**src/rtl/adv_pkg.sv**
```systemverilog
// Shared types and constants for the advertising data validator.
// Parse phase encoding and AD type codes; no dependencies.
package adv_pkg;

    typedef enum logic [1:0] {
        PH_LEN  = 2'd0,
        PH_TYPE = 2'd1,
        PH_DATA = 2'd2
    } t_phase;

    localparam logic [7:0] AD_FLAGS       = 8'h01;
    localparam logic [7:0] AD_UUID16_INC  = 8'h02;
    localparam logic [7:0] AD_UUID16_CMP  = 8'h03;
    localparam logic [7:0] AD_UUID128_INC = 8'h06;
    localparam logic [7:0] AD_UUID128_CMP = 8'h07;
    localparam logic [7:0] AD_SOL_UUID16  = 8'h14;
    localparam logic [7:0] AD_SOL_UUID128 = 8'h15;
    localparam logic [7:0] AD_SVC_DATA    = 8'h16;
    localparam logic [7:0] AD_PUB_ADDR    = 8'h17;
    localparam logic [7:0] AD_RND_ADDR    = 8'h18;
    localparam logic [7:0] AD_DEV_ADDR    = 8'h1B;

    localparam logic [7:0] FLAGS_VAL_A    = 8'h04;
    localparam logic [7:0] FLAGS_VAL_B    = 8'h05;
    localparam logic [7:0] FLAGS_VAL_C    = 8'h06;

endpackage

```
**src/rtl/adv_type_rules.sv**
```systemverilog
// Per-type data length rules for one AD structure.
// Depends on adv_pkg for the AD type codes.
module adv_type_rules
    import adv_pkg::*;
(
    input  logic [7:0] i_ad_type,
    input  logic [7:0] i_data_len,
    output logic       o_len_ok
);

    logic [3:0] w_digit_sum;
    logic       w_mod3_zero;
    logic       w_mod6_zero;

    // 4 = 1 mod 3, so base-4 digits sum to the same residue
    assign w_digit_sum = 4'(i_data_len[1:0]) + 4'(i_data_len[3:2])
                       + 4'(i_data_len[5:4]) + 4'(i_data_len[7:6]);

    always_comb begin
        case (w_digit_sum)
            4'd0, 4'd3, 4'd6, 4'd9, 4'd12: w_mod3_zero = 1'b1;
            default:                       w_mod3_zero = 1'b0;
        endcase
    end

    assign w_mod6_zero = w_mod3_zero && !i_data_len[0];

    always_comb begin
        case (i_ad_type)
            AD_FLAGS:
                o_len_ok = (i_data_len == 8'd1);
            AD_UUID16_INC, AD_UUID16_CMP, AD_SOL_UUID16:
                o_len_ok = (i_data_len != 8'd0) && !i_data_len[0];
            AD_UUID128_INC, AD_UUID128_CMP, AD_SOL_UUID128:
                o_len_ok = (i_data_len != 8'd0) && (i_data_len[3:0] == 4'd0);
            AD_SVC_DATA:
                o_len_ok = (i_data_len >= 8'd2);
            AD_PUB_ADDR, AD_RND_ADDR, AD_DEV_ADDR:
                o_len_ok = w_mod6_zero;
            8'h04, 8'h05, 8'h0D, 8'h0E, 8'h0F, 8'h10, 8'h11, 8'h12,
            8'h19, 8'h1A, 8'h1C, 8'h1D, 8'h1E, 8'h20, 8'h21, 8'h24, 8'h3D:
                o_len_ok = 1'b0;
            default:
                o_len_ok = 1'b1;
        endcase
    end

endmodule

```
**src/rtl/adv_data_validator.sv**
```systemverilog
// Top level of the advertising data validator: LTV parse of a byte stream.
// Depends on adv_pkg and adv_type_rules.
//
//   channel | direction | handshake               | payload
//   --------+-----------+-------------------------+-----------------------------
//   in      | input     | i_in_valid / o_in_stall | i_data_byte, i_last_byte
//   out     | output    | o_out_valid / i_out_stall | o_payload_ok
//
// One byte per cycle sustained while no last byte is held; its verdict is registered.
// Each byte is parsed in one pass between the input register and the state/result
// registers. Only a last byte waits on a full, stalled result register; other bytes pass.
// Synchronous active-low reset clears the parse state and both valid flags.
module adv_data_validator
    import adv_pkg::*;
#(
    parameter int MAX_PAYLOAD = 31
) (
    input  logic       i_clk,
    input  logic       i_rst_n,
    input  logic       i_in_valid,
    output logic       o_in_stall,
    input  logic [7:0] i_data_byte,
    input  logic       i_last_byte,
    output logic       o_out_valid,
    input  logic       i_out_stall,
    output logic       o_payload_ok
);

    localparam int CNT_W  = $clog2(MAX_PAYLOAD + 2);
    localparam int LEFT_W = $clog2(MAX_PAYLOAD);

    logic              r_in_valid;
    logic [7:0]        r_byte;
    logic              r_last;

    t_phase            r_phase,   n_phase;
    logic [LEFT_W-1:0] r_left,    n_left;
    logic              r_flags,   n_flags;
    logic              r_err,     n_err;
    logic [CNT_W-1:0]  r_count,   n_count;

    logic              r_out_valid;
    logic              r_ok,      n_ok;

    logic              w_advance;
    logic              w_in_take;
    logic [8:0]        w_room;
    logic              w_len_bad;
    logic              w_type_ok;
    logic [LEFT_W-1:0] w_left_dec;

    adv_type_rules u_rules (
        .i_ad_type  (r_byte),
        .i_data_len (8'(r_left)),
        .o_len_ok   (w_type_ok)
    );

    assign w_advance  = r_in_valid && (!r_last || !r_out_valid || !i_out_stall);
    assign o_in_stall = r_in_valid && !w_advance;
    assign w_in_take  = i_in_valid && !o_in_stall;

    assign w_room     = (r_count < CNT_W'(MAX_PAYLOAD))
                      ? (9'(MAX_PAYLOAD - 1) - 9'(r_count)) : 9'd0;
    assign w_len_bad  = (r_byte == 8'd0) || ({1'b0, r_byte} > w_room);
    assign w_left_dec = (r_left != '0) ? (r_left - LEFT_W'(1)) : r_left;

    // next phase
    always_comb begin
        n_phase = r_phase;
        if (!r_err) begin
            case (r_phase)
                PH_LEN:  if (!w_len_bad) n_phase = PH_TYPE;
                PH_TYPE: if (w_type_ok) n_phase = (r_left != '0) ? PH_DATA : PH_LEN;
                PH_DATA: if (w_left_dec == '0) n_phase = PH_LEN;
                default: n_phase = r_phase;
            endcase
        end
    end

    // remaining parse state and verdict
    always_comb begin
        n_left  = r_left;
        n_flags = r_flags;
        n_err   = r_err;
        n_count = (r_count <= CNT_W'(MAX_PAYLOAD)) ? (r_count + CNT_W'(1)) : r_count;
        if (!r_err) begin
            case (r_phase)
                PH_LEN: begin
                    if (w_len_bad) n_err = 1'b1;
                    else           n_left = LEFT_W'(r_byte - 8'd1);
                end
                PH_TYPE: begin
                    if (!w_type_ok) n_err = 1'b1;
                    else            n_flags = (r_byte == AD_FLAGS);
                end
                PH_DATA: begin
                    if (r_flags && r_byte != FLAGS_VAL_A && r_byte != FLAGS_VAL_B
                        && r_byte != FLAGS_VAL_C)
                        n_err = 1'b1;
                    n_flags = 1'b0;
                    n_left  = w_left_dec;
                end
                default: n_err = 1'b1;
            endcase
        end
        n_ok = !n_err && (n_phase == PH_LEN) && (n_count >= CNT_W'(2))
             && (n_count <= CNT_W'(MAX_PAYLOAD));
    end

    always_ff @(posedge i_clk) begin
        if (!i_rst_n) begin
            r_in_valid <= 1'b0;
        end else if (w_in_take) begin
            r_in_valid <= 1'b1;
        end else if (w_advance) begin
            r_in_valid <= 1'b0;
        end
    end

    always_ff @(posedge i_clk) begin
        if (w_in_take) begin
            r_byte <= i_data_byte;
            r_last <= i_last_byte;
        end
    end

    always_ff @(posedge i_clk) begin
        if (!i_rst_n) begin
            r_phase <= PH_LEN;
            r_left  <= '0;
            r_flags <= 1'b0;
            r_err   <= 1'b0;
            r_count <= '0;
        end else if (w_advance) begin
            if (r_last) begin
                r_phase <= PH_LEN;
                r_left  <= '0;
                r_flags <= 1'b0;
                r_err   <= 1'b0;
                r_count <= '0;
            end else begin
                r_phase <= n_phase;
                r_left  <= n_left;
                r_flags <= n_flags;
                r_err   <= n_err;
                r_count <= n_count;
            end
        end
    end

    always_ff @(posedge i_clk) begin
        if (!i_rst_n) begin
            r_out_valid <= 1'b0;
        end else if (w_advance && r_last) begin
            r_out_valid <= 1'b1;
        end else if (!i_out_stall) begin
            r_out_valid <= 1'b0;
        end
    end

    always_ff @(posedge i_clk) begin
        if (w_advance && r_last) begin
            r_ok <= n_ok;
        end
    end

    assign o_out_valid  = r_out_valid;
    assign o_payload_ok = r_ok;

endmodule

```
**config.mk**
```make
export PLATFORM = sky130hd
export DESIGN_NAME = adv_data_validator
export DESIGN_NICKNAME = d
export VERILOG_FILES = /design/src/rtl/adv_pkg.sv /design/src/rtl/adv_type_rules.sv /design/src/rtl/adv_data_validator.sv
export SDC_FILE = /design/constraint.sdc
export NUM_CORES = 1
export LEC_CHECK = 0
export BUFFER_PORTS_ARGS = -buffer_cell sky130_fd_sc_hd__buf_4
export CORE_MARGIN = 5
export CORE_UTILIZATION = 61
export DETAILED_ROUTE_END_ITERATION = 10
export PLACE_DENSITY = 0.8
export SYNTH_ARGS = -nofsm -noshare
export SYNTH_HDL_FRONTEND = slang
export SYNTH_HIERARCHICAL = 1
export SYNTH_SLANG_ARGS = --single-unit
```
**constraint.sdc**
```tcl
create_clock -name i_clk -period 4 [get_ports i_clk]
set_input_delay 0.4 -clock i_clk [delete_from_list [all_inputs] [get_ports i_clk]]
set_output_delay 0.4 -clock i_clk [all_outputs]
set_load 0.1 [all_outputs]
```
==> results of run 1 <==
==> per-layer routing <==
layer | routed length (um) | vias up
met5 | 0 | -
met4 | 58 | 0
met3 | 312 | 8
met2 | 2320 | 55
met1 | 2340 | 953
li1 | - | 1021
==> area by class of cell <==
class / instances / share of cell area [%]
Timing Repair Buffer: 16 / 4.76
Sequential cell: 27 / 25.4
Inverter: 20 / 2.98
Clock buffer: 3 / 1.64
Tap cell: 48 / 2.38
Clock inverter: 1 / 0.298
Multi-Input combinational cell: 220 / 62.5
==> flip-flops by register name, summed over array words and instances, names as in the netlist <==
name and count:
r_left 5, r_phase 2, o_out_valid 1, r_byte 8
r_flags 1, r_in_valid 1, r_count 6, r_last 1
r_err 1, o_payload_ok 1
==> through the flow <==
step                      hold slack [ns]  std cells  instance area [um^2]  setup WS, ns  total power [mW]
after floorplan                     0.453        280                  2370         0.581             0.442
final                               0.289        335                  2520         0.240             0.632
after global routing                0.276        335                  2520       0.00327             0.671
after CTS                           0.285        335                  2520         0.250             0.637
after global placement              0.473        331                  2470         0.426             0.470
after detailed placement            0.486        331                  2470         0.275             0.476
==> worst max-delay path, cell delays in order, from the launching register on <==
cell and delay [ns]:
dfxtp_1 0.52, inv_1 0.13, fa_1 0.56, inv_1 0.06, fa_1 0.37, inv_1 0.08
fa_1 0.45, nor4bb_1 0.17, a21oi_1 0.11, mux2i_1 0.08, a221o_1 0.36, nand3b_1 0.13
nor2_1 0.05, nand2_1 0.09, nor4b_1 0.25, and4_1 0.22
==> cells by family after synthesis <==
logic type,Yosys count,share of synthesized area (%)
and+or+nand+nor,112,26.8
xor gates and xnor gates,14,5.22
other,1,0.160
adders and majority gates,22,13.0
AOI/OAI and AO/OA,60,18.7
muxes,6,2.56
buffers and inverters,33,6.29
DFF,27,27.3
==> where the power goes <==
part	switching [mW]	internal (mW)
clock network	0.0908	0.0709
registers	0.0253	0.296
logic	0.0790	0.0704
total	0.195	0.437
==> layout by cell type (no fill, tap or decap), drive strengths merged, types with 2 or more instances in the layout <==
cell type  Yosys  layout
nand2         36      36
inv           20      20
ha            18      18
dfxtp         17      17
buf           10      16
a21oi         14      14
nor2          11      11
nand3         10      10
xnor2         10      10
edfxtp        10      10
nor3           9       9
o21ai          9       9
nor2b          6       6
mux2i          6       6
conb           1       6
nand2b         5       5
and3           5       5
a211oi         5       5
xor2           4       4
nand4          4       4
fa             4       4
and2           3       3
nor3b          3       3
or3            3       3
nand3b         3       3
a31oi          3       3
clkbuf         3       3
o22ai          3       3
or4            3       3
a21boi         3       3
nand4b         2       2
o211ai         2       2
o21a           2       2
a32oi          2       2
nor4           2       2
o2111ai        2       2
o41ai          2       2
==> how the worst max path moves through the flow <==
stage	slack [ns]	from	end
final	0.24	r_left[1]$_SDFFE_PN0P_	o_payload_ok$_DFFE_PP_
after global routing	0.003	r_left[1]$_SDFFE_PN0P_	o_payload_ok$_DFFE_PP_
after CTS	0.25	r_left[1]$_SDFFE_PN0P_	o_payload_ok$_DFFE_PP_
after detailed placement	0.27	r_left[1]$_SDFFE_PN0P_	o_payload_ok$_DFFE_PP_
after global placement	0.43	r_left[1]$_SDFFE_PN0P_	o_payload_ok$_DFFE_PP_
after floorplan	0.58	r_left[1]$_SDFFE_PN0P_	o_payload_ok$_DFFE_PP_
==> flow_summary_export.csv, run 1 <==
group,metric,value,unit
power,vdd_drop_max,0.192,mV
worst_setup_path,ff2ff_path_depth,15,
worst_setup_path,cp.arrival,3.91,ns
cts,clock_path_buffers,2,
cts,cts_setup_buffers,0,
yosys,synth.area.top_cells,"dfxtp_1 14%, edfxtp_1 13%, ha_1 9.6%",
sta,setup_viol,0,
sta,fin_crit_sh,94.0,%
placed_design,globalplace.congestion,0.906,
power,power_density,251,nW/um^2
floorplan,dieArea,5190,um^2
detailed_routing,drcViolationCount,0,
sta,hold_viol,0,
yosys,ys_types,69,
yosys,synth_top_area_cell,"dfxtp_1",
layout,diodes,0,
cts,cts_buffers,3,
worst_setup_path,end_kind,"flip-flop",
sta,worst_pin_slew,0.862,ns
layout,syn2layout_area_growth,7.46,%
detailed_routing,dr.pass1.iters,4,
min_path,hold_path_depth,1,
yosys,syn_area_per_cell,8.54,um^2
grt,grt_pass1_wl,8670,um
floorplan,die_h,72.0,um
yosys,synth_most_common_cell,"nand2_1",
worst_setup_path,startpoint_type,"flip-flop",
detailed_routing,wl_per_cell,15.0,um
cts,cts_tree,"yes",
power,p_leak,1.01,nW
worst_setup_path,r2r_start,"r_left[1]$_SDFFE_PN0P_",
cts,cts-htree-levels,1,
yosys,synth-seq-cells,27,
sta,period_needed,3.76,ns
yosys,syn_inst,275,
yosys,yosys_warnings,6,
grt,use_met3,3.19,%
cts,postCtsHoldBufs,0,
yosys,yosys-top-cells-count,"36 x nand2_1, 20 x inv_1, 18 x ha_1, 17 x dfxtp_1, 14 x a21oi_1",
grt,grt-busiest-layer,"met2",
detailed_routing,drtIter0Drc,98,
detailed_routing,vias,2037,
yosys,synth_top_area_share,14.5,%
layout,fill_cells,309,
floorplan,io_pins,16,
floorplan,core_area,3690,um^2
grt,grt_util_all_layers,20.6,%
placed_design,dp_hpwl,3790,um
floorplan,start_util,63.6,%
grt,grt-ovfl-total,0,
floorplan,die_w,72.0,um
cts,cts_sinks,27,
layout,fin_util,68.4,%
yosys,synth_area,2350,um^2
worst_setup_path,path_max_fanout,8,
worst_setup_path,timing.rr.end,"o_payload_ok$_DFFE_PP_",
cts,cts_root_buf,"clkbuf_8",
sta,clock_skew,0.00412,ns
cts,cts_resized,0,
detailed_routing,drt-total-wl,5030,um
worst_setup_path,path_class,"flip-flop to flip-flop",
worst_setup_path,ff2ff_setup_slack,0.24,ns
yosys,ys_seq_area_share,27.3,%
sta,relSlewSlack,42.4,%
detailed_routing,vias_per_cell,6.08,
layout,seq_area,641,um^2
yosys,synth_edf_count,10,
min_path,hold_start,"i_data_byte[0]",
grt,met1_usage,27.9,%
worst_setup_path,cp.required,4.15,ns
layout,multi_input_area,1580,um^2
floorplan,rows,22,
grt,grt_start_max_net_pins,19,
cts,worstSkewPairLatency,0.28,ns
grt,grt.met2_usage,34.0,%
min_path,hold_path.class,"input port to flip-flop",
grt,grt_antenna_before_repair,0,
detailed_routing,ant_nets,0,
outcome,status,"completed",
yosys,ys.flop_type,"dfxtp_1",
flow_run,cap_violations,0,
sta,fmax,266,MHz
layout,fin_nets,323,
placed_design,numPortBuffers,15,
cts,cts.clk_slew.worst_paths,0.10,ns
sta,drv_slew,0,
layout,drive_gt1_share,11.1,%
min_path,min_to,"r_byte[0]$_DFFE_PP_",
sta,setup-tns-final,0,ns
grt,grt_pass1_vias,1966,
yosys,synthArstFlopShare,0,%
sta,rsz0062_at_grt,"false",
(Power assumes the default switching activity.)
==> run 2, diff against run 1 <==
--- a/config.mk
+++ b/config.mk
@@ -7,9 +7,10 @@
 export LEC_CHECK = 0
 export BUFFER_PORTS_ARGS = -buffer_cell sky130_fd_sc_hd__buf_4
 export CORE_MARGIN = 5
-export CORE_UTILIZATION = 61
+export CORE_UTILIZATION = 62
+export CTS_BUF_LIST = sky130_fd_sc_hd__clkbuf_4 sky130_fd_sc_hd__clkbuf_8
 export DETAILED_ROUTE_END_ITERATION = 10
-export PLACE_DENSITY = 0.8
+export PLACE_DENSITY = 0.81
 export SYNTH_ARGS = -nofsm -noshare
 export SYNTH_HDL_FRONTEND = slang
 export SYNTH_HIERARCHICAL = 1
==> run 2 against run 1 <==
Compared with the run above:
- setup slack gained 0.065 ns
- global-route usage up 0.25 points
- die area fell by 1.4%
- power rose by 0.67%
- via count is 0.93% lower
- combinational power about the same
- non-clock buffer count unchanged
- fmax rose by 1.8%
==> flow_summary_export.csv, run 2 (synthesis gave the netlist of run 1 again) <==
group,metric,value,unit
outcome,status,"completed",
cts,cts_setup_buffers,0,
worst_setup_path,path_class,"flip-flop to flip-flop",
power,p_leak,1.01,nW
worst_setup_path,timing.rr.end,"o_payload_ok$_DFFE_PP_",
floorplan,io_pins,16,
layout,largest_register_ffs,8,
cts,worstSkewPairLatency,0.28,ns
floorplan,dieArea,5120,um^2
worst_setup_path,cp.required,4.16,ns
worst_setup_path,path_max_fanout,8,
grt,grt_antenna_before_repair,0,
layout,layout_common_cells,"36 x nand2_1, 20 x inv_1, 18 x ha_1, 17 x dfxtp_1, 16 x buf_4",
power,vdd_drop_max,0.190,mV
placed_design,numPortBuffers,15,
sta,period_needed,3.69,ns
placed_design,placed_area,2470,um^2
placed_design,globalplace.congestion,0.925,
worst_setup_path,cp.arrival,3.85,ns
cts,clock_path_buffers,2,
grt,grt_pass1_vias,1889,
sta,fmax,271,MHz
detailed_routing,vias,2018,
layout,biggestRegsByFlops,"r_byte x8, r_count x6, r_left x5",
sta,fin_crit_sh,92.4,%
layout,top_register,"r_byte",
cts,cts_sinks,27,
power,p_sw,0.199,mW
sta,relSlewSlack,45.5,%
detailed_routing,ant_nets,0,
layout,final_common_cell,"nand2_1",
layout,stdcell_area,2520,um^2
detailed_routing,dr.pass1.iters,5,
detailed_routing,wl_per_cell,15.1,um
sta,drv_slew,0,
worst_setup_path,crit_start,"r_left[1]$_SDFFE_PN0P_",
sta,setup-tns-final,0,ns
flow_run,cap_violations,0,
worst_setup_path,end_kind,"flip-flop",
cts,cts-htree-levels,1,
detailed_routing,vias_per_cell,6.02,
cts,cts_root_buf,"clkbuf_8",
power,pwr-share-seq,50.5,%
power,power_density,252,nW/um^2
min_path,hold_start,"i_data_byte[1]",
placed_design,dp_hpwl,3820,um
grt,grt-ovfl-total,0,
cts,cts_tree,"yes",
sta,worst_pin_slew,0.816,ns
detailed_routing,drt-total-wl,5060,um
floorplan,core_area,3660,um^2
power,clkPwrFrac,26.0,%
worst_setup_path,r2r_start,"r_left[1]$_SDFFE_PN0P_",
grt,grt_start_max_net_pins,19,
floorplan,die_w,71.5,um
worst_setup_path,startpoint_type,"flip-flop",
layout,diodes,0,
floorplan,rows,22,
cts,cts_resized,0,
floorplan,start_util,64.1,%
worst_setup_path,ff2ff_setup_slack,0.31,ns
grt,grt_pass1_wl,8600,um
cts,cts.clk_slew.worst_paths,0.10,ns
layout,drive_gt1_share,11.1,%
sta,setup_viol,0,
layout,syn2layout_area_growth,7.46,%
min_path,hold_path.class,"input port to flip-flop",
detailed_routing,drcViolationCount,0,
worst_setup_path,endpoint,"o_payload_ok$_DFFE_PP_",
cts,postCtsHoldBufs,0,
worst_setup_path,ff2ff_path_depth,15,
power,swShare,31.3,%
detailed_routing,drtIter0Drc,161,
floorplan,die_h,71.5,um
power,combPwrFrac,23.6,%
sta,clock_skew,0.00418,ns
layout,fin_nets,323,
sta,hold_viol,0,
grt,grt_util_all_layers,20.8,%
power,p_int,0.437,mW
sta,rsz0062_at_grt,"false",
cts,cts_buffers,3,
==> run 2: cell counts in the layout (fill, tap and decap cells not counted) <==
No cell type changed its count.
==> run 2: worst min-delay path by stage <==
stage | endpoint | slack (ns) | cells past startpoint
CTS | r_last$_DFFE_PP_ | 0.28 | 1
global route | r_byte[5]$_DFFE_PP_ | 0.27 | 1
finish | r_byte[1]$_DFFE_PP_ | 0.28 | 1
global placement | r_flags$_SDFFE_PN0P_ | 0.47 | 2
detailed placement | r_flags$_SDFFE_PN0P_ | 0.48 | 2
floorplan | r_flags$_SDFFE_PN0P_ | 0.45 | 2
==> run 2: power groups by stage <==
stage,logic [mW],registers [mW],clock network [mW]
floorplan,0.122,0.320,0
global placement,0.144,0.326,0
detailed placement,0.148,0.327,0
CTS,0.149,0.320,0.173
global route,0.165,0.324,0.182
finish,0.150,0.321,0.165
==> run 2: per-stage QoR <==
| step | total power [mW] | instances | utilization (%) | setup WS, ns | hold WS [ns] |
|---|---|---|---|---|---|
| 3_3_place_gp | 0.470 | 331 | 67.6 | 0.442 | 0.475 |
| 3_5_place_dp | 0.475 | 331 | 67.6 | 0.349 | 0.477 |
| 2_1_floorplan | 0.442 | 280 | - | 0.581 | 0.453 |
| 5_1_grt | 0.671 | 335 | 68.9 | 0.0632 | 0.270 |
| 6_report | 0.637 | 335 | 68.9 | 0.305 | 0.285 |
| 4_1_cts | 0.642 | 335 | 68.9 | 0.329 | 0.276 |
==> run 2: final cells by class <==
type / instances / area [um^2]
inverter: 20 / 75.1
tap: 48 / 60.1
fill: 308 / 1140
clock buffer: 3 / 41.3
timing repair buffer: 16 / 120
sequential: 27 / 641
multi-input combinational: 220 / 1580
clock inverter: 1 / 7.51
==> run 2: worst max-delay path, stage by stage (launching register included) <==
cell      delay [ns]
dfxtp_1         0.53
inv_1           0.11
fa_1            0.54
inv_1           0.05
fa_1            0.39
inv_1           0.08
fa_1            0.44
nor4bb_1        0.16
a21oi_1         0.12
mux2i_1         0.08
a221o_1         0.35
nand3b_1        0.12
nor2_1          0.05
nand2_1         0.10
nor4b_1         0.22
and4_1          0.21
==> run 2: layer usage <==
| metal | up-vias | wire [um] | part of all wire, % | GRT usage [%] |
|---|---|---|---|---|
| li1 | 1012 | - | - | - |
| met1 | 918 | 2270 | 45 | 29.0 |
| met2 | 78 | 2260 | 45 | 33.3 |
| met3 | 10 | 415 | 8.2 | 2.38 |
| met4 | 0 | 116 | 2.3 | 7.52 |
| met5 | - | 0 | 0 | 0 |
==> run 3, diff against run 2 <==
--- a/config.mk
+++ b/config.mk
@@ -13,5 +13,4 @@
 export PLACE_DENSITY = 0.81
 export SYNTH_ARGS = -nofsm -noshare
 export SYNTH_HDL_FRONTEND = slang
-export SYNTH_HIERARCHICAL = 1
 export SYNTH_SLANG_ARGS = --single-unit
==> constraint.sdc (replaced) <==
create_clock -name i_clk -period 4 [get_ports i_clk]
set_input_delay 0.4 -clock i_clk [delete_from_list [all_inputs] [get_ports i_clk]]
set_output_delay 0.4 -clock i_clk [all_outputs]
set_load 0.02 [all_outputs]
==> run 3 against run 2 <==
Compared with the run above:
- register-to-register slack better by 0.30 ns
- clock-buffer cell count stayed put
- critical path type unchanged
- sequential cell count stayed put
- highest routed layer unchanged
==> flow_summary_export.csv, run 3 <==
group,metric,value,unit
power,p_sw,0.175,mW
cts,postCtsHoldBufs,0,
worst_setup_path,end_kind,"flip-flop",
power,pwr-share-seq,53.0,%
layout,drive_gt1_share,12.9,%
yosys,yosys-top-cells-count,"31 x nor2_1, 26 x nand2_1, 22 x ha_1, 19 x inv_1, 17 x dfxtp_1",
power,p_leak,0.976,nW
layout,biggestRegsByFlops,"r_byte x8, r_count x6, r_left x5",
cts,clock_path_buffers,2,
placed_design,numPortBuffers,15,
yosys,syn-num-nets,326,
worst_setup_path,path_max_fanout,7,
cts,cts_resized,0,
cts,cts-htree-levels,1,
detailed_routing,vias,2027,
sta,clock_skew,0.00959,ns
layout,diodes,0,
cts,cts.clk_slew.worst_paths,0.10,ns
yosys,synth_top_area_share,14.2,%
floorplan,rows,22,
yosys,syn_area_per_cell,8.26,um^2
sta,relSlewSlack,42.4,%
cts,cts_root_buf,"clkbuf_8",
layout,layout.cells.non_filler,342,
floorplan,die_h,72.2,um
power,swShare,29.3,%
power,vdd_drop_max,0.169,mV
detailed_routing,dr.pass1.iters,4,
outcome,status,"completed",
sta,fin_crit_sh,85.0,%
layout,top_register,"r_byte",
yosys,ys.flop_type,"dfxtp_1",
grt,grt_pass1_vias,1847,
detailed_routing,ant_nets,0,
grt,grt_util_all_layers,19.2,%
yosys,synth_most_common_cell,"nor2_1",
detailed_routing,vias_per_cell,5.93,
yosys,ys_types,68,
placed_design,preCtsSetupSlack,0.623,ns
power,combPwrFrac,20.7,%
power,power_density,235,nW/um^2
worst_setup_path,cp.required,4.18,ns
placed_design,post-place-cells,338,
grt,grt-ovfl-total,0,
sta,setup-tns-final,0,ns
floorplan,dieArea,5210,um^2
worst_setup_path,cp.arrival,3.58,ns
cts,cts_tree,"yes",
detailed_routing,drt-total-wl,4920,um
flow_run,cap_violations,0,
layout,largest_register_ffs,8,
detailed_routing,drtIter0Drc,141,
yosys,synth-seq-cells,27,
sta,drv_slew,0,
yosys,ys_seq_area_share,26.8,%
sta,worst_hold_slack,0.303,ns
layout,layout_common_cells,"31 x nor2_1, 26 x nand2_1, 22 x ha_1, 19 x inv_1, 17 x dfxtp_1",
yosys,synth_top_area_cell,"dfxtp_1",
yosys,syn_inst,290,
grt,grt_pass1_wl,8310,um
sta,setup_ws,0.601,ns
detailed_routing,drcViolationCount,0,
sta,period_needed,3.40,ns
sta,rsz0062_at_grt,"false",
cts,cts_buffers,3,
layout,syn2layout_area_growth,5.90,%
sta,hold_viol,0,
layout,fin_nets,331,
min_path,hold_path.class,"input port to flip-flop",
placed_design,placed_area,2490,um^2
grt,grt_start_max_net_pins,19,
yosys,synthArstFlopShare,0,%
sta,worst_pin_slew,0.863,ns
cts,worstSkewPairLatency,0.27,ns
floorplan,core_area,3690,um^2
yosys,synth_edf_count,10,
floorplan,io_pins,16,
worst_setup_path,path_class,"flip-flop to flip-flop",
sta,fmax,294,MHz
worst_setup_path,startpoint_type,"flip-flop",
yosys,synth.area.top_cells,"dfxtp_1 14%, edfxtp_1 13%, ha_1 11%",
detailed_routing,wl_per_cell,14.4,um
floorplan,start_util,64.9,%
placed_design,dp_hpwl,3750,um
floorplan,die_w,72.2,um
layout,final_common_cell,"nor2_1",
sta,setup_viol,0,
layout,stdcell_area,2540,um^2
yosys,synth_area,2390,um^2
power,clkPwrFrac,26.3,%
power,p_int,0.421,mW
cts,cts_setup_buffers,0,
yosys,yosys_warnings,0,
placed_design,globalplace.congestion,0.915,
cts,cts_sinks,27,
grt,grt_antenna_before_repair,0,
[run 3: changes by cell type in the layout (fill, tap and decap cells not counted), moves of 4 or more]
cell     before  now
nor4_1        1    5
nand2_1      36   26
nor2_1       11   31
xnor2_1      10    5
ha_1         18   22
nor2b_1       6   11
o21ai_0       5   11
nor3_1        8   12
conb_1        6    0
[run 3: routing by layer]
metal / track usage [%] / part of all wire (%) / vias up / wire [um]
met1: 26.4 / 49 / 937 / 2390
li1: - / - / 1052 / -
met3: 2.63 / 3.2 / 4 / 157
met2: 33.1 / 48 / 34 / 2350
met4: 2.09 / 0.45 / 0 / 22
met5: 0 / 0 / - / 0
[run 3: power by group through the flow]
stage / sequential [mW] / clock [mW] / combinational (mW)
3_5_place_dp: 0.322 / 0 / 0.122
3_3_place_gp: 0.321 / 0 / 0.120
5_1_grt: 0.318 / 0.171 / 0.137
2_1_floorplan: 0.310 / 0 / 0.103
6_report: 0.316 / 0.157 / 0.123
4_1_cts: 0.315 / 0.164 / 0.123
[run 3: area by class of cell]
class                   count  area (um^2)
well taps                  48         60.1
fillers                   312         1150
inverters                  19         71.3
flip-flops and latches     27          641
multi-input cells         228         1600
clock buffers               3         41.3
repair buffers             16          120
clock inverters             1         6.26
[run 3: critical path, cell delays in order (launching register included)]
cell       delay (ns)
dfxtp_1          0.37
ha_1             0.29
or4_1            0.61
ha_1             0.35
nand2_1          0.08
nor2_1           0.04
a2111oi_0        0.38
o21ai_1          0.13
a221o_1          0.41
a21oi_4          0.27
o31ai_1          0.11
a32o_1           0.27
[run 3: metrics by stage]
step	util, %	power, mW
5_1_grt	68.8	0.626
3_3_place_gp	67.5	0.442
3_5_place_dp	67.5	0.444
6_report	68.8	0.596
4_1_cts	68.8	0.602
2_1_floorplan	-	0.413
[run 3: cells by family after synthesis]
logic type | count (synthesis) | share of synthesized area (%)
AO/OA/AOI/OAI | 67 | 21.5
XOR/XNOR | 10 | 3.66
adder cells (fa/ha/maj) | 23 | 12.3
buffers and inverters | 35 | 6.58
flip-flops | 27 | 26.8
multiplexers | 3 | 1.25
AND/OR/NAND/NOR | 125 | 27.9
[run 3: final timing paths]
path         cells past startpoint                     end  slack, ns               startpoint
min reg2reg                      2    r_flags$_SDFFE_PN0P_       0.50     r_flags$_SDFFE_PN0P_
max                             11  r_left[4]$_SDFFE_PN0P_       0.60  r_count[0]$_SDFFE_PN0P_
min                              1     r_byte[4]$_DFFE_PP_       0.30           i_data_byte[4]
max reg2reg                     11  r_left[4]$_SDFFE_PN0P_       0.60  r_count[0]$_SDFFE_PN0P_
